`src/design/lsfs_pkg.sv`:
```
`timescale 1ns / 1ps

package lsfs_pkg;

    // Operation codes carried on func
    typedef enum logic [1:0] {
        FUNC_SET_PIXEL = 2'd0,
        FUNC_FILL      = 2'd1,
        FUNC_START     = 2'd2,
        FUNC_TICK      = 2'd3
    } func_t;

    localparam int CHAN_W = 7;
    localparam int ROW_W  = 3 * CHAN_W;

    localparam logic [7:0] CHAN_MARK  = 8'h80;
    localparam logic [7:0] LATCH_BYTE = 8'h00;
    localparam logic [6:0] CHAN_MASK  = 7'h7F;

    // Channel index within a stored row {green, red, blue}
    typedef enum logic [1:0] {
        CH_GREEN = 2'd0,
        CH_RED   = 2'd1,
        CH_BLUE  = 2'd2
    } chan_t;

    // Odd entries of the 256-entry strip gamma curve, halved
    localparam logic [6:0] GAMMA7 [128] = '{
        7'd0,   7'd0,   7'd0,   7'd0,   7'd0,   7'd0,   7'd0,   7'd0,
        7'd0,   7'd0,   7'd0,   7'd0,   7'd0,   7'd0,   7'd0,   7'd0,
        7'd0,   7'd0,   7'd0,   7'd0,   7'd0,   7'd1,   7'd1,   7'd1,
        7'd1,   7'd1,   7'd1,   7'd1,   7'd1,   7'd1,   7'd1,   7'd1,
        7'd1,   7'd1,   7'd1,   7'd2,   7'd2,   7'd2,   7'd2,   7'd2,
        7'd2,   7'd2,   7'd2,   7'd3,   7'd3,   7'd3,   7'd3,   7'd3,
        7'd3,   7'd4,   7'd4,   7'd4,   7'd4,   7'd4,   7'd5,   7'd5,
        7'd5,   7'd5,   7'd6,   7'd6,   7'd6,   7'd7,   7'd7,   7'd7,
        7'd8,   7'd8,   7'd8,   7'd9,   7'd9,   7'd10,  7'd10,  7'd10,
        7'd11,  7'd11,  7'd12,  7'd13,  7'd13,  7'd14,  7'd14,  7'd15,
        7'd16,  7'd17,  7'd17,  7'd18,  7'd19,  7'd20,  7'd21,  7'd22,
        7'd23,  7'd24,  7'd25,  7'd26,  7'd27,  7'd28,  7'd30,  7'd31,
        7'd32,  7'd34,  7'd36,  7'd37,  7'd39,  7'd41,  7'd42,  7'd44,
        7'd46,  7'd48,  7'd51,  7'd53,  7'd55,  7'd58,  7'd60,  7'd63,
        7'd66,  7'd69,  7'd72,  7'd75,  7'd79,  7'd82,  7'd86,  7'd90,
        7'd94,  7'd98,  7'd102, 7'd107, 7'd112, 7'd117, 7'd122, 7'd127
    };

    function automatic logic [6:0] chan_fix(input logic [7:0] raw, input logic gamma_on);
        logic [6:0] v;
        v = raw[6:0] & CHAN_MASK;
        return gamma_on ? GAMMA7[v] : v;
    endfunction

endpackage

```
`src/design/lsfs_ram.sv`:
```
`timescale 1ns / 1ps

module lsfs_ram #(
    parameter int WIDTH = 8,
    parameter int DEPTH = 16
) (
    input  logic                                    clk,
    input  logic                                    wr_en,
    input  logic [(DEPTH > 1 ? $clog2(DEPTH) : 1)-1:0] wr_addr,
    input  logic [WIDTH-1:0]                        wr_data,
    input  logic                                    rd_en,
    input  logic [(DEPTH > 1 ? $clog2(DEPTH) : 1)-1:0] rd_addr,
    output logic [WIDTH-1:0]                        rd_data
);

    logic [WIDTH-1:0] mem [DEPTH];

    always_ff @(posedge clk)
    begin
        if (wr_en)
        begin
            mem[wr_addr] <= wr_data;
        end
        if (rd_en)
        begin
            rd_data <= mem[rd_addr];
        end
    end

endmodule

```
`src/design/led_strip_frame_streamer_top.sv`:
```
`timescale 1ns / 1ps

// LED strip frame streamer.
// Input channel (in_valid/in_ready) takes one command beat: func selects set pixel,
// fill, start frame or tick; pixel_index and color carry the pixel and its GRB value.
// Output channel (out_valid/out_ready) returns one beat per tick of a running frame:
// the stored channel with bit 7 set, then FLUSH_BYTES zero latch bytes. frame_first
// marks the first byte, frame_last the final latch byte. cfg_wr_en/cfg_wr_data write
// use_gamma, which applies to later pixel writes only.
// A tick for a channel byte reads the frame store, and the read data is then loaded
// into the output register; a latch byte is registered and shows the cycle after acceptance.
// Set pixel, start and latch ticks do not hold in_ready low by themselves; a channel
// tick holds it low through the registered frame-store read, and fill holds it low
// while it writes one store row per cycle. Items during a frame other than ticks are dropped.
// Reset: the frame store is cleared by a pass over all PIXELS rows, one row per cycle,
// during which in_ready stays low. dirty, sending and use_gamma clear.
// Stall: a beat waiting on out_ready holds; in_ready stays low until it is taken
// or is taken in the same cycle, so no result is lost.
module led_strip_frame_streamer_top
    import lsfs_pkg::*;
#(
    parameter int PIXELS      = 32,
    parameter int FLUSH_BYTES = 1
) (
    input  logic        clk,
    input  logic        rst_n,
    input  logic        cfg_wr_en,
    input  logic        cfg_wr_data,
    input  logic        in_valid,
    output logic        in_ready,
    input  logic [1:0]  func,
    input  logic [9:0]  pixel_index,
    input  logic [23:0] color,
    output logic        out_valid,
    input  logic        out_ready,
    output logic [7:0]  out_byte,
    output logic        frame_first,
    output logic        frame_last
);

    localparam int AW = (PIXELS > 1) ? $clog2(PIXELS) : 1;
    localparam int FW = (FLUSH_BYTES > 1) ? $clog2(FLUSH_BYTES) : 1;
    localparam logic [AW-1:0] LAST_ROW   = AW'(PIXELS - 1);
    localparam logic [FW-1:0] LAST_FLUSH = FW'(FLUSH_BYTES - 1);
    localparam logic [10:0]   PIXELS_W   = 11'(PIXELS);

    typedef enum logic [1:0] {
        S_CLEAR,
        S_IDLE,
        S_FILL,
        S_READ
    } state_t;

    state_t            state_reg, state_next;
    logic              gamma_reg, gamma_next;
    logic              dirty_reg, dirty_next;
    logic              sending_reg, sending_next;
    logic              flushing_reg, flushing_next;
    logic [AW-1:0]     pix_reg, pix_next;
    chan_t             chan_reg, chan_next;
    logic [FW-1:0]     flush_reg, flush_next;
    logic [AW-1:0]     sweep_reg, sweep_next;
    logic [ROW_W-1:0]  fill_row_reg, fill_row_next;
    chan_t             rd_chan_reg, rd_chan_next;
    logic              rd_first_reg, rd_first_next;
    logic              out_valid_reg, out_valid_next;
    logic [7:0]        out_byte_reg, out_byte_next;
    logic              out_first_reg, out_first_next;
    logic              out_last_reg, out_last_next;

    logic              ram_we;
    logic [AW-1:0]     ram_waddr;
    logic [ROW_W-1:0]  ram_wdata;
    logic              ram_re;
    logic [ROW_W-1:0]  ram_rdata;

    logic              in_beat;
    logic [ROW_W-1:0]  color_row;
    logic [6:0]        rd_chan_val;

    assign in_ready  = (state_reg == S_IDLE) && (!out_valid_reg || out_ready);
    assign in_beat   = in_valid && in_ready;
    assign color_row = {chan_fix(color[23:16], gamma_reg),
                        chan_fix(color[15:8], gamma_reg),
                        chan_fix(color[7:0], gamma_reg)};

    assign out_valid   = out_valid_reg;
    assign out_byte    = out_byte_reg;
    assign frame_first = out_first_reg;
    assign frame_last  = out_last_reg;

    always_comb
    begin
        unique case (rd_chan_reg)
            CH_GREEN: rd_chan_val = ram_rdata[3*CHAN_W-1:2*CHAN_W];
            CH_RED:   rd_chan_val = ram_rdata[2*CHAN_W-1:CHAN_W];
            CH_BLUE:  rd_chan_val = ram_rdata[CHAN_W-1:0];
            default:  rd_chan_val = ram_rdata[CHAN_W-1:0];
        endcase
    end

    always_comb
    begin
        state_next     = state_reg;
        gamma_next     = cfg_wr_en ? cfg_wr_data : gamma_reg;
        dirty_next     = dirty_reg;
        sending_next   = sending_reg;
        flushing_next  = flushing_reg;
        pix_next       = pix_reg;
        chan_next      = chan_reg;
        flush_next     = flush_reg;
        sweep_next     = sweep_reg;
        fill_row_next  = fill_row_reg;
        rd_chan_next   = rd_chan_reg;
        rd_first_next  = rd_first_reg;
        out_valid_next = out_valid_reg && !out_ready;
        out_byte_next  = out_byte_reg;
        out_first_next = out_first_reg;
        out_last_next  = out_last_reg;
        ram_we         = 1'b0;
        ram_waddr      = sweep_reg;
        ram_wdata      = fill_row_reg;
        ram_re         = 1'b0;

        unique case (state_reg)
            S_CLEAR, S_FILL:
            begin
                // Write one row per cycle with the latched row value
                ram_we = 1'b1;
                if (sweep_reg == LAST_ROW)
                begin
                    sweep_next = '0;
                    state_next = S_IDLE;
                end
                else
                begin
                    sweep_next = sweep_reg + AW'(1);
                end
            end
            S_READ:
            begin
                // Read data is back: load the output beat
                out_valid_next = 1'b1;
                out_byte_next  = CHAN_MARK | {1'b0, rd_chan_val};
                out_first_next = rd_first_reg;
                out_last_next  = 1'b0;
                state_next     = S_IDLE;
            end
            S_IDLE:
            begin
                if (in_beat)
                begin
                    if (func_t'(func) == FUNC_TICK)
                    begin
                        if (sending_reg && !flushing_reg)
                        begin
                            ram_re        = 1'b1;
                            rd_chan_next  = chan_reg;
                            rd_first_next = (pix_reg == '0) && (chan_reg == CH_GREEN);
                            state_next    = S_READ;
                            if (chan_reg == CH_BLUE)
                            begin
                                chan_next = CH_GREEN;
                                if (pix_reg == LAST_ROW)
                                begin
                                    pix_next      = '0;
                                    flushing_next = 1'b1;
                                    flush_next    = '0;
                                end
                                else
                                begin
                                    pix_next = pix_reg + AW'(1);
                                end
                            end
                            else
                            begin
                                chan_next = (chan_reg == CH_GREEN) ? CH_RED : CH_BLUE;
                            end
                        end
                        else if (sending_reg)
                        begin
                            out_valid_next = 1'b1;
                            out_byte_next  = LATCH_BYTE;
                            out_first_next = 1'b0;
                            out_last_next  = (flush_reg == LAST_FLUSH);
                            if (flush_reg == LAST_FLUSH)
                            begin
                                // Frame done: drop sending and dirty
                                sending_next  = 1'b0;
                                flushing_next = 1'b0;
                                dirty_next    = 1'b0;
                                flush_next    = '0;
                            end
                            else
                            begin
                                flush_next = flush_reg + FW'(1);
                            end
                        end
                    end
                    else if (!sending_reg)
                    begin
                        unique case (func_t'(func))
                            FUNC_SET_PIXEL:
                            begin
                                if ({1'b0, pixel_index} < PIXELS_W)
                                begin
                                    ram_we     = 1'b1;
                                    ram_waddr  = AW'(pixel_index);
                                    ram_wdata  = color_row;
                                    dirty_next = 1'b1;
                                end
                            end
                            FUNC_FILL:
                            begin
                                fill_row_next = color_row;
                                sweep_next    = '0;
                                dirty_next    = 1'b1;
                                state_next    = S_FILL;
                            end
                            FUNC_START:
                            begin
                                if (dirty_reg)
                                begin
                                    sending_next  = 1'b1;
                                    flushing_next = 1'b0;
                                    pix_next      = '0;
                                    chan_next     = CH_GREEN;
                                    flush_next    = '0;
                                end
                            end
                            default:
                            begin
                                // tick is handled above
                            end
                        endcase
                    end
                end
            end
            default:
            begin
                state_next = S_IDLE;
            end
        endcase
    end

    always_ff @(posedge clk or negedge rst_n)
    begin
        if (!rst_n)
        begin
            state_reg     <= S_CLEAR;
            gamma_reg     <= 1'b0;
            dirty_reg     <= 1'b0;
            sending_reg   <= 1'b0;
            flushing_reg  <= 1'b0;
            pix_reg       <= '0;
            chan_reg      <= CH_GREEN;
            flush_reg     <= '0;
            sweep_reg     <= '0;
            fill_row_reg  <= '0;
            rd_chan_reg   <= CH_GREEN;
            rd_first_reg  <= 1'b0;
            out_valid_reg <= 1'b0;
            out_byte_reg  <= '0;
            out_first_reg <= 1'b0;
            out_last_reg  <= 1'b0;
        end
        else
        begin
            state_reg     <= state_next;
            gamma_reg     <= gamma_next;
            dirty_reg     <= dirty_next;
            sending_reg   <= sending_next;
            flushing_reg  <= flushing_next;
            pix_reg       <= pix_next;
            chan_reg      <= chan_next;
            flush_reg     <= flush_next;
            sweep_reg     <= sweep_next;
            fill_row_reg  <= fill_row_next;
            rd_chan_reg   <= rd_chan_next;
            rd_first_reg  <= rd_first_next;
            out_valid_reg <= out_valid_next;
            out_byte_reg  <= out_byte_next;
            out_first_reg <= out_first_next;
            out_last_reg  <= out_last_next;
        end
    end

    // Frame store: one row of {green, red, blue} per pixel
    lsfs_ram #(
        .WIDTH (ROW_W),
        .DEPTH (PIXELS)
    ) u_frame_store (
        .clk     (clk),
        .wr_en   (ram_we),
        .wr_addr (ram_waddr),
        .wr_data (ram_wdata),
        .rd_en   (ram_re),
        .rd_addr (pix_reg),
        .rd_data (ram_rdata)
    );

    a_read_loads_beat: assert property (@(posedge clk) disable iff (!rst_n)
        (state_reg == S_READ) |=> out_valid_reg)
        else $error("frame store read did not produce a beat");

    a_no_write_in_frame: assert property (@(posedge clk) disable iff (!rst_n)
        ram_we |-> !sending_reg)
        else $error("frame store written while a frame is running");

    a_last_ends_frame: assert property (@(posedge clk) disable iff (!rst_n)
        (out_valid_reg && out_last_reg) |-> (!sending_reg && !dirty_reg))
        else $error("last latch byte left the frame running");

    a_idle_tick_silent: assert property (@(posedge clk) disable iff (!rst_n)
        (in_beat && (func == FUNC_TICK) && !sending_reg) |=> !out_valid_reg)
        else $error("tick outside a frame produced a beat");

    a_first_is_channel: assert property (@(posedge clk) disable iff (!rst_n)
        (out_valid_reg && out_first_reg) |-> (out_byte_reg[7] && !out_last_reg))
        else $error("first beat of frame is not a channel byte");

endmodule
```
`config.mk`:
```
export PLATFORM = sky130hd
export DESIGN_NAME = led_strip_frame_streamer_top
export DESIGN_NICKNAME = d
export VERILOG_FILES = /design/src/design/lsfs_pkg.sv /design/src/design/lsfs_ram.sv /design/src/design/led_strip_frame_streamer_top.sv
export SDC_FILE = /design/constraint.sdc
export NUM_CORES = 1
export LEC_CHECK = 0
export BUFFER_PORTS_ARGS = -buffer_cell sky130_fd_sc_hd__buf_4
export CAP_MARGIN = 30
export CORE_MARGIN = 10
export CORE_UTILIZATION = 45
export DETAILED_ROUTE_END_ITERATION = 10
export GPL_TIMING_DRIVEN = 1
export HOLD_SLACK_MARGIN = 0.02
export PLACE_DENSITY_LB_ADDON = 0.1
export SYNTH_ARGS = -nofsm -noshare
export SYNTH_HDL_FRONTEND = slang
export SYNTH_SLANG_ARGS = --single-unit
export TNS_END_PERCENT = 100
```
`constraint.sdc`:
```
create_clock -name clk -period 4 [get_ports clk]
set_clock_uncertainty 0.15 [all_clocks]
set_input_delay 0.8 -clock clk [delete_from_list [all_inputs] [get_ports clk]]
set_output_delay 0.8 -clock clk [all_outputs]
set_load 0.01 [all_outputs]
```
## After elaboration in Yosys (flattened, before gate mapping)

Memory sizes are Yosys's and may differ from the RTL's. A register that Yosys moved wholly into a read port is not among the register bits.
Cells that the tools add are included.

| word-level totals | value |
|---|---|
| bits in registers | 54 |
| memory bits (writable) | 672 |
| memory bits (read-only) | 2688 |
| input bits | 42 |
| output and inout bits | 12 |
| word-level logic and storage cells | 204 |
| memories kept | 4 |

| cells by class | value |
|---|---|
| $add $sub $neg | 3 |
| $lt $le $gt $ge | 4 |
| eq/ne operators | 32 |
| muxes and demuxes | 108 |
| bitwise gates (word level) | 6 |
| reductions and logical operators | 31 |

Memory list:

| memory | depth | width | read ports | clocked after memory_dff | write ports | RTL line | source |
|---|---|---|---|---|---|---|---|
| (no name shown) | 128 | 7 | 1 | 0 | 0 | lsfs_pkg.sv:50 | `return gamma_on ? GAMMA7[v] : v;` |
| (no name shown) | 128 | 7 | 1 | 0 | 0 | lsfs_pkg.sv:50 |  |
| (no name shown) | 128 | 7 | 1 | 0 | 0 | lsfs_pkg.sv:50 |  |
| u_frame_store.mem | 32 | 21 | 1 | 1 | 1 | lsfs_ram.sv:16 | `logic [WIDTH-1:0] mem [DEPTH];` |

Operator list:

| cell | number |
|---|---|
| 2-to-1 mux 21 bit | 6 |
| 2-to-1 mux 5 bit | 18 |
| 2-to-1 mux 7 bit | 9 |
| 2-to-1 mux 1 bit | 49 |
| 2-to-1 mux 8 bit | 4 |
| 2-to-1 mux 2 bit | 13 |
| greater-or-equal comparator 8 bit, second input constant | 3 |
| inverter 7 -> 8 bit | 3 |
| AND reduction 5 bit | 4 |
| != test 2 bit, second input constant | 9 |
| != test 3 x 2 -> 1 bit, second input constant | 6 |
| one-hot mux 8 bit (2 select lines) | 1 |
| AND reduction 8 bit | 2 |
| one-hot mux 7 bit (2 select lines) | 1 |
| adder 5 x 1 -> 5 bit, second input constant | 2 |
| == test 2 bit, second input constant | 5 |
| == test 5 bit, second input constant | 2 |
| < comparator 10 x 6 -> 1 bit, second input constant | 1 |
| != test 2 x 1 -> 1 bit, second input constant | 5 |
| one-hot mux 1 bit (2 select lines) | 5 |
| one-hot mux 5 bit (2 select lines) | 1 |
| AND reduction 9 bit | 1 |
| logical NOT 2 bit | 4 |
| nonzero test 2 bit | 4 |
| 16 further kinds | 26 |

## Longest topological paths before layout

Gate-level depths: netlist of the first run.

| logic depth | value |
|---|---|
| depth after elaboration | 11 |
| gate-level depth with buffers | 9 |
| mapped depth without buffers | 8 |

## By module

Synthesis of the first run repeated with hierarchy kept, for this count alone.

| unflattened totals | value |
|---|---|
| cells, all modules | 2147 |
| area total of the unflattened synthesis | 32035.7 sq um |

By module, submodules not included:

| module | times used | cells an instance | area an instance (sq um) | seq. area each (sq um) |
|---|---|---|---|---|
| lsfs_ram | 1 | 1481 | 26962.1 | 20810.0 |
| led_strip_frame_streamer_top | 1 | 666 | 5073.6 | 1326.3 |

## Worst setup path before layout of the first run

Ideal clock, no wire load.

| timing path | value |
|---|---|
| path type | input to register |
| start point | input port color[8] |
| end point | memory u_frame_store.mem[0][7] (netlist name) (data pin) |
| setup time | 467 ps |
| arrival | 3518 ps |
| data required time | 3383 ps |
| slack | -136 ps |
| stages on the path | 8 |
| buffers on the path | 1 |
| path through | clkbuf_1 -> inv_1 -> ha_1 -> a21oi_1 -> o31ai_1 -> a311oi_1 -> o211ai_1 -> o31ai_1 |

| on the way | value |
|---|---|
| cells in the longest elaborated chain, start to end | 11 |

RTL lines:

| element | RTL line | source |
|---|---|---|
| start, declared | led_strip_frame_streamer_top.sv:33 | `input logic [23:0] color,` |
| inverter 7 -> 8 bit (implied by the code) | lsfs_pkg.sv:50 |  |
| memory (128 x 7 bit) | n/a |  |
| 2-to-1 mux 7 bit (implied by the code) (2 in a row) | lsfs_pkg.sv:50 |  |
| 2-to-1 mux 7 bit (*) | lsfs_pkg.sv:50 |  |
| 2-to-1 mux 21 bit (*) | led_strip_frame_streamer_top.sv:205 | `if ({1'b0, pixel_index} < PIXELS_W)` |
| 2-to-1 mux 21 bit (*) | led_strip_frame_streamer_top.sv:202 | `unique case (func_t'(func))` |
| 2-to-1 mux 21 bit (*) | led_strip_frame_streamer_top.sv:200 | `else if (!sending_reg)` |
| 2-to-1 mux 21 bit (*) | led_strip_frame_streamer_top.sv:153 | `if (func_t'(func) == FUNC_TICK)` |
| 2-to-1 mux 21 bit (*) | led_strip_frame_streamer_top.sv:151 | `if (in_beat)` |
| 2-to-1 mux 21 bit (*) | led_strip_frame_streamer_top.sv:125 | `unique case (state_reg)` |
| via ram_wdata[7] | led_strip_frame_streamer_top.sv:73 | `logic [ROW_W-1:0] ram_wdata;` |
| end, declared | lsfs_ram.sv:16 |  |

Mark *: on every way through the listed nets, which the timed path passes. The rest lies on a longest branch. The select of a mux whose other input is x is not followed.

## Worst setup path after layout of the first run

| timing path | value |
|---|---|
| start point | register state_reg[0] |
| end point | memory u_frame_store.mem[25][11] (netlist name) (enable) |

| on the way | value |
|---|---|
| cells in the longest elaborated chain, start to end | 7 |
| elaborated cells between the ends (all ways) | 12 |
| those cells by class | 2 x eq/ne; 6 x mux; 4 x reduce/logical |

RTL lines:

| element | RTL line | source |
|---|---|---|
| start, declared | led_strip_frame_streamer_top.sv:54 | `state_t state_reg, state_next;` |
| start signal, assigned | led_strip_frame_streamer_top.sv:269 | `state_reg <= state_next;` |
| == test 2 x 1 -> 1 bit | led_strip_frame_streamer_top.sv:81, led_strip_frame_streamer_top.sv:125 |  |
| logical AND 1 bit | led_strip_frame_streamer_top.sv:81 | `assign in_ready = (state_reg == S_IDLE) && (!out_valid_reg \|\| out_ready);` |
| logical AND 1 bit | led_strip_frame_streamer_top.sv:82 | `assign in_beat = in_valid && in_ready;` |
| 2-to-1 mux 1 bit | led_strip_frame_streamer_top.sv:151 |  |
| one-hot mux 1 bit (2 select lines) | led_strip_frame_streamer_top.sv:125 |  |
| 2-to-1 mux 1 bit | lsfs_ram.sv:20 | `if (wr_en)` |
| 2-to-1 mux 1 bit (implied by the code) | lsfs_ram.sv:22 | `mem[wr_addr] <= wr_data;` |

Parallel ways exist; a longest one is shown, timed or not.

==> impl_metrics.ini, run 1 <==
[outcome]
status = finished clean

[cts]
tritoncts = built
clk_pin_slew_ns = 0.06
htreeDepth = 3
cts_made_buffers = 80
holdBufCountCts = 0
cts_max_path_buffers = 3
clkLatencyLatePin_ns = 0.62
cts_resized = 0
cts_setup_buffers = 0
cts_root_buf = clkbuf_16
cts.sinks = 746

[placement]
dp_cells = 2689
post-place-ws_ns = 0.3617
port_buffers = 50
gp_congestion = 0.8301
hpwlAfterDp_mm = 43.54
place_area_um2 = 33800

[timing]
slew_headroom_pct = 35.58
hold_viol_final = 0
hold_slack_ns = 0.07769
fin_ws_ns = 0.7856
worst_pin_slew_ns = 0.9664
timing.fmax_ghz = 0.3111
tns_ns = 0
final_max_slew_viol_count = 0
setup_viol = 0
rsz0062_at_grt = no
fin_crit_ns = 3.214
fin_crit_sh_pct = 80.36

[power_and_ir_drop]
power_density_nw_per_um2 = 460.3
seqPwrFrac_pct = 51.2
power_mw = 16.75
switchingPower_mw = 3.672
p_comb_share_pct = 5.7
p_sw_share_pct = 21.93
internal_power_mw = 13.07
p_clk_share_pct = 43.2
p_leak_nw = 9.873
ir_drop_v = 0.0003013

[die]
start_util_pct = 45.43
ios = 54
dieHeight_um = 285.9
fp.dieArea_um2 = 81720
design.core.area_um2 = 70030
die_x_um = 285.9
num_rows = 97

[drt]
via_count = 16580
dr.pass1.iters = 7
wire_per_inst_um = 26.60
drc = 0
viasPerCell = 5.834
antenna_left = 0
wl_mm = 75.57
first_iter_violations = 1209

[worst_setup_path]
cp-end-kind = flip-flop
path_class = flip-flop to flip-flop
startpoint_type = flip-flop
worstPathRequired_ns = 4.17
worstPathMaxFanout = 13
crit_arrival_ns = 3.39

[synthesis]
yosys.area.top_type_share_pct = 65.42
synth_cell_types = 76
yosysWarnings = 0
synthMuxAreaShare_pct = 16.83
synth_area_leaders = edfxtp_1 65%, mux4_2 10%, dfrtp_1 4.2%
synth-simple-area-share_pct = 4.393
synth-compound-area-share_pct = 5.424
async_flop_share_pct = 7.105
ys_ff_latch = 746
synth-adder-area-share_pct = 1.054
syn_inst = 1740
yosys_most_used_dff = edfxtp_1
synth_top_family_by_area = multiplexers
ys_seq_area_share_pct = 69.59
synthXorXnorAreaFrac_pct = 0.2753
synth-edff-count = 693
synth_area_per_cell_um2 = 18.28
syn_area_um2 = 31810
synth_top_area_cell = edfxtp_1
syn_nets = 1808

[global_routing]
grt_busiest_layer = met2
grt.total_usage_pct = 18.52
grt_util_met3_pct = 3.203
grt_use_met2_pct = 30.93
met1_usage_pct = 25.25
grt_pass1_wl_mm = 112.2
antenna_found_initial = 1
globalRouteOverflowTotal = 0
grt_pass1_vias = 16820
grt_max_degree = 76

[finish]
largest_reg_flops = 672
drive_above_1_share_pct = 25.17
final_core_util_pct = 51.95
fillCellCount = 5603
syn2layout_area_growth_pct = 14.36
final_cells = 2841
nNetsFinal = 1899
fin_area_um2 = 36380

[hold_path]
min_path_type = input pin to async pin

[job]
maxCapViolCount = 0
cell families (layout without fill, tap and decap cells):
group	after synthesis	after routing
other	0	2
DFF	746	746
AOI/OAI and AO/OA	243	243
buffers and inverters	144	303
xor gates and xnor gates	10	10
adders and majority gates	27	27
muxes	279	279
and+or+nand+nor	291	291
worst paths after layout:
kind | start | to | slack (ns) | cells after the start
setup / recovery | state_reg[0] | u_frame_store.mem[25][11] | 0.79 | 6
hold / removal | rst_n | gamma_reg | 0.08 | 1
setup reg to reg | state_reg[0] | u_frame_store.mem[25][11] | 0.79 | 6
hold reg to reg | fill_row_reg[12] | fill_row_reg[12] | 0.32 | 2
max in group asynchronous | rst_n | pix_reg[2] | 2.97 | 1
min in group clk | cfg_wr_en | gamma_reg | 0.21 | 2
power by group through the flow:
stage	logic (mW)	registers (mW)	clock network (mW)
6_report	0.951	8.57	7.23
5_1_grt	1.05	8.57	7.73
4_1_cts	0.972	8.57	7.39
3_5_place_dp	0.971	8.73	0
3_3_place_gp	0.966	8.73	0
2_1_floorplan	0.767	8.66	0
per-layer routing:
layer,share of wire [%],routed length (um)
met5,0,0
met4,1.7,1276
met3,4.6,3450
met2,50,37640
met1,44,33210
placed cells by master (no fill, tap or decap), drive strengths merged, types with 52 or more instances in the layout:
cell type,count
a21oi,52
buf,121
clkbuf,102
dfrtp,53
edfxtp,693
mux2i,67
mux4,190
nand2,84
nor2,90
o21ai,62
final cells by class:
type / instances / area, um^2 / share of cell area (%)
well taps: 940 / 1176 / 3.233
clock buffers: 102 / 2167 / 5.957
diodes: 2 / 5.005 / 0.01376
clock inverters: 48 / 406.6 / 1.118
repair buffers: 121 / 1309 / 3.597
multi-input cells: 850 / 9049 / 24.87
inverters: 32 / 120.1 / 0.3302
flip-flops and latches: 746 / 22150 / 60.88
critical path, cell delays in order (launching register included):
cell and delay [ns]:
dfrtp_1 0.58, nand4b_1 0.32, or4_1 0.60, nor3_2 0.20, a31oi_4 0.11, nor2_2 0.67
buf_12 0.25
cell usage after synthesis, types with 4 or more instances:
master and number:
mux2_2 22, inv_1 29, buf_2 39, o22ai_1 5
edfxtp_1 693, o211ai_1 5, nand3_1 14, dfrtp_1 53
buf_4 7, ha_1 26, o21ai_0 62, nand2b_1 29
mux2i_1 67, nor2b_1 20, a21boi_0 6, o221ai_1 6
or2_2 4, and3_1 6, nor2_1 90, mux4_2 148
xnor2_1 6, a311oi_1 6, a211oi_1 16, o221ai_2 18
a21oi_1 52, xor2_1 4, buf_1 4, nor3_1 18
nor3b_1 4, clkbuf_1 41, o31ai_1 4, a22oi_1 5
mux4_1 42, a31oi_1 21, buf_6 14, nand2_1 84
(Power assumes the default switching activity.)
==> inputs of run 2 (changes only) <==
==> constraint.sdc (replaced) <==
create_clock -name clk -period 2.9 [get_ports clk]
set_clock_uncertainty 0.15 [all_clocks]
set_input_delay 0.58 -clock clk [delete_from_list [all_inputs] [get_ports clk]]
set_output_delay 0.58 -clock clk [all_outputs]
set_load 0.01 [all_outputs]
==> impl_metrics.ini, run 2 (synthesized netlist as in run 1, its figures left out) <==
[finish]
final_core_util_pct = 53.72
nNetsFinal = 2006
layout_common_cells = 693 x edfxtp_1, 158 x buf_4, 148 x mux4_2
final_common_cell = edfxtp_1
largest_reg_flops = 672
fillCellCount = 5548
syn2layout_area_growth_pct = 18.26
fin_area_um2 = 37620
drive_above_1_share_pct = 28.75

[timing]
fin_crit_ns = 2.724
worst_pin_slew_ns = 1.034
final_max_slew_viol_count = 0
setup_viol = 0
hold_viol_final = 0
rsz0062_at_grt = no
timing.fmax_ghz = 0.3672
slew_headroom_pct = 30.88
fin_crit_sh_pct = 93.92
hold_slack_ns = 0.06028

[worst_setup_path]
worstPathRequired_ns = 3.08
crit_arrival_ns = 2.90
path_class = flip-flop to flip-flop
r2r_setup_slack_ns = 0.18
critPathSlowestCell = dfrtp_4
max_stage_delay_ns = 0.58
cp-end-kind = flip-flop
reg2regPathDepth = 5
startpoint_type = flip-flop
r2r-end = u_frame_store.rd_data[20]
worstPathCellList = buf_12 -> mux4_1 -> mux4_2 -> nand2b_1 -> o221ai_2
worstPathMaxFanout = 17
reg2reg_from = pix_reg[0]

[cts]
cts_root_buf = clkbuf_16
cts_max_path_buffers = 3
cts_setup_buffers = 0
cts_made_buffers = 78
htreeDepth = 3
cts.sinks = 746
clk_pin_slew_ns = 0.06
clkLatencyLatePin_ns = 0.61
tritoncts = built

[die]
fp.dieArea_um2 = 81720
die_x_um = 285.9
design.core.area_um2 = 70030
ios = 54
num_rows = 97
start_util_pct = 45.43
dieHeight_um = 285.9

[outcome]
status = finished clean

[drt]
via_count = 16940
first_iter_violations = 1418
viasPerCell = 5.757
dr.pass1.iters = 5
wire_per_inst_um = 26.19
antenna_left = 0
wl_mm = 77.07
drc = 0

[global_routing]
grt_pass1_wl_mm = 114.1
grt_max_degree = 54
grt.total_usage_pct = 18.86
grt_pass1_vias = 17380
antenna_found_initial = 4
globalRouteOverflowTotal = 0

[placement]
port_buffers = 50
place_area_um2 = 35220
gp_congestion = 0.8439
hpwlAfterDp_mm = 46.42

[power_and_ir_drop]
power_density_nw_per_um2 = 603.2
p_leak_nw = 10.48
ir_drop_v = 0.0004124

[hold_path]
hold_path_end = gamma_reg
hp-start = cfg_wr_en
hold_path_depth = 2
min_path_type = input pin to flip-flop

[job]
maxCapViolCount = 0
run 2: changes by cell type in the layout (fill, tap and decap cells not counted), moves of 4 or more:
cell      change
clkinv_1      -8
nor2_4        +5
clkbuf_1     +13
nor2_2        -5
clkinv_2      -4
buf_4        +69
buf_12       +39
run 2: routing by layer:
layer	global-route usage, %	share of wire [%]	up-vias	wire, um
li1	-	-	7501	-
met1	25.13	42	8892	32570
met2	31.77	50	452	38720
met3	3.005	5.1	97	3943
met4	5.356	2.4	0	1840
met5	0	0	-	0
run 2: timing repair:
item,in CTS,in global routing
resized for setup,0,0
hold endpoints to repair,53,0
hold buffers,1,0
endpoints found under the setup margin,0,0
run 2: power by group:
part,internal (mW),switching [mW],leakage [nW]
Sequential,11.7,0.120,5.43
Clock,5.41,4.01,1.16
Combinational,0.703,0.781,3.89
run 2: worst max-delay path by stage:
stage	start	endpoint	slack [ns]	cells past startpoint
final	pix_reg[0]	u_frame_store.rd_data[20]	0.18	5
after CTS	pix_reg[0]	u_frame_store.rd_data[13]	0.12	5
after detailed placement	color[8]	u_frame_store.mem[25][9]	-0.31	10
after global routing	out_valid	u_frame_store.mem[15][9]	0.01	8
after floorplan	out_ready	u_frame_store.mem[14][0]	-0.25	7
after global placement	color[8]	u_frame_store.mem[10][9]	-0.19	10
run 2: layout make-up:
| cell class | count | area [um^2] | share of cell area, % |
|---|---|---|---|
| flip-flops and latches | 746 | 22150 | 58.87 |
| multi-input cells | 850 | 9164 | 24.36 |
| repair buffers | 230 | 2618 | 6.958 |
| clock buffers | 111 | 2138 | 5.684 |
| well taps | 940 | 1176 | 3.126 |
| clock inverters | 31 | 247.7 | 0.6586 |
| inverters | 32 | 120.1 | 0.3193 |
| diodes | 3 | 7.507 | 0.01996 |
run 2: critical path: cells and delay by family, from the launching register on:
family,cells,cell delay [ns]
buffers and inverters,1,0.22
AOI/OAI and AO/OA,1,0.12
and+or+nand+nor,1,0.18
muxes,2,1.16
DFF,1,0.58
run 2: per-stage QoR:
step                power, mW  std cells  setup slack [ns]  setup TNS (ns)
finish                  22.69       2943            0.1763               0
CTS                     22.93       2940            0.1237               0
floorplan               13.02       1740           -0.2522         -128.53
detailed placement      13.52       2797           -0.3096          -41.72
global route            23.47       2940           0.01384               0
global placement        13.51       2797           -0.1864          -28.72
==> inputs of run 3 (changes only) <==
--- a/config.mk
+++ b/config.mk
@@ -12,7 +12,7 @@
 export DETAILED_ROUTE_END_ITERATION = 10
 export GPL_TIMING_DRIVEN = 1
 export HOLD_SLACK_MARGIN = 0.02
-export PLACE_DENSITY_LB_ADDON = 0.1
+export PLACE_DENSITY = 0.75
 export SYNTH_ARGS = -nofsm -noshare
 export SYNTH_HDL_FRONTEND = slang
 export SYNTH_SLANG_ARGS = --single-unit
==> impl_metrics.ini, run 3 (synthesized netlist as in run 1, its figures left out) <==
[worst_setup_path]
startpoint_type = flip-flop
crit_arrival_ns = 2.84
worstPathCellList = nand2b_1 -> nand4b_1 -> or4_1 -> nor3_2 -> a31oi_4 -> nor2_4
worstPathMaxFanout = 21
max_stage_delay_ns = 0.73
cp-end-kind = flip-flop
r2r_setup_slack_ns = 0.14
critPathSlowestCell = nor2_4
path_class = flip-flop to flip-flop
worstPathRequired_ns = 2.98

[drt]
via_count = 17770
wire_per_inst_um = 26.16
wl_mm = 76.43
drc = 0
first_iter_violations = 1913
antenna_left = 0
dr.pass1.iters = 7
viasPerCell = 6.080

[finish]
drive_above_1_share_pct = 28.43
syn2layout_area_growth_pct = 17.68
nNetsFinal = 1991
layout_common_cells = 693 x edfxtp_1, 149 x buf_4, 148 x mux4_2
final_core_util_pct = 53.46
final_common_cell = edfxtp_1
largest_reg_flops = 672
fin_area_um2 = 37440

[power_and_ir_drop]
ir_drop_v = 0.0004623
seqPwrFrac_pct = 52.1
p_clk_share_pct = 40.8
internal_power_mw = 17.68
p_sw_share_pct = 21.63
p_comb_share_pct = 7.1
p_leak_nw = 10.37
switchingPower_mw = 4.880
power_density_nw_per_um2 = 602.7

[cts]
cts_max_path_buffers = 3
tritoncts = built
cts_root_buf = clkbuf_16
clk_pin_slew_ns = 0.06
cts_made_buffers = 74
htreeDepth = 3
cts.sinks = 746
clkLatencyLatePin_ns = 0.61

[timing]
fin_crit_sh_pct = 95.24
setup_viol = 0
rsz0062_at_grt = no
fin_crit_ns = 2.762
hold_viol_final = 0
timing.fmax_ghz = 0.3621
slew_headroom_pct = 39.94
fin_ws_ns = 0.1381
final_max_slew_viol_count = 0
tns_ns = 0
worst_pin_slew_ns = 0.8988

[die]
dieHeight_um = 285.9
fp.dieArea_um2 = 81720
design.core.area_um2 = 70030
start_util_pct = 45.43
ios = 54
num_rows = 97
die_x_um = 285.9

[global_routing]
antenna_found_initial = 1
grt_pass1_wl_mm = 114.6
globalRouteOverflowTotal = 0
grt.total_usage_pct = 18.56
grt_max_degree = 41
grt_pass1_vias = 17810

[hold_path]
min_path_type = input pin to flip-flop

[placement]
place_area_um2 = 35040
post-place-ws_ns = -0.1804
hpwlAfterDp_mm = 44.24
port_buffers = 50
gp_congestion = 0.8330

[outcome]
status = finished clean

[job]
maxCapViolCount = 0
-- run 3: cell type report --
type,instances,area [um^2]
antenna,2,5.005
clock buffer,102,2028
clock inverter,31,296.5
fill,5258,32590
inverter,32,120.1
multi-input combinational,850,9173
sequential,746,22150
tap,940,1176
timing repair buffer,219,2490
-- run 3: metal layers --
metal	GRT usage [%]	share of wire, %	vias to the layer above
met5	0	0.016	-
met4	5.382	2.6	2
met3	3.972	7.9	140
met2	30.69	50	873
met1	24.52	40	9276
li1	-	-	7474
-- run 3: critical path, delay by kind of cell (launching register included) --
family | cells | cell delay (ns)
and+or+nand+nor | 5 | 1.77
DFF | 1 | 0.37
AOI/OAI and AO/OA | 1 | 0.07
-- run 3: worst paths after layout --
path / to / startpoint / cells past startpoint
worst max-delay path: u_frame_store.mem[24][7] / out_valid / 6
worst min-delay path: out_valid / out_ready / 3
worst max register to register: u_frame_store.mem[24][7] / out_valid / 6
worst min register to register: fill_row_reg[4] / fill_row_reg[4] / 2
max in group asynchronous: fill_row_reg[12] / rst_n / 3
min in group asynchronous: sweep_reg[1] / rst_n / 2
-- run 3: power by group through the flow --
stage / logic, mW / clock network, mW / registers, mW
finish: 1.59 / 9.21 / 11.8
global route: 1.72 / 9.74 / 11.8
CTS: 1.56 / 9.32 / 11.8
detailed placement: 1.54 / 0 / 12.0
global placement: 1.52 / 0 / 12.0
floorplan: 1.07 / 0 / 11.9
-- run 3: stage by stage --
step | std cells | hold WS, ns | power [mW]
after detailed placement | 2782 | 0.3195 | 13.56
after global placement | 2782 | 0.3043 | 13.53
after CTS | 2918 | 0.1442 | 22.68
after global routing | 2920 | 0.1815 | 23.22
after floorplan | 1740 | 0.1344 | 13.02
final | 2922 | 0.1667 | 22.56
-- run 3: repair_timing --
action,4_1_cts,5_1_grt
endpoints found under the setup margin,0,22
setup buffers,0,2
resized for setup,0,1
hold buffers,3,0
endpoints found under the hold margin,24,0
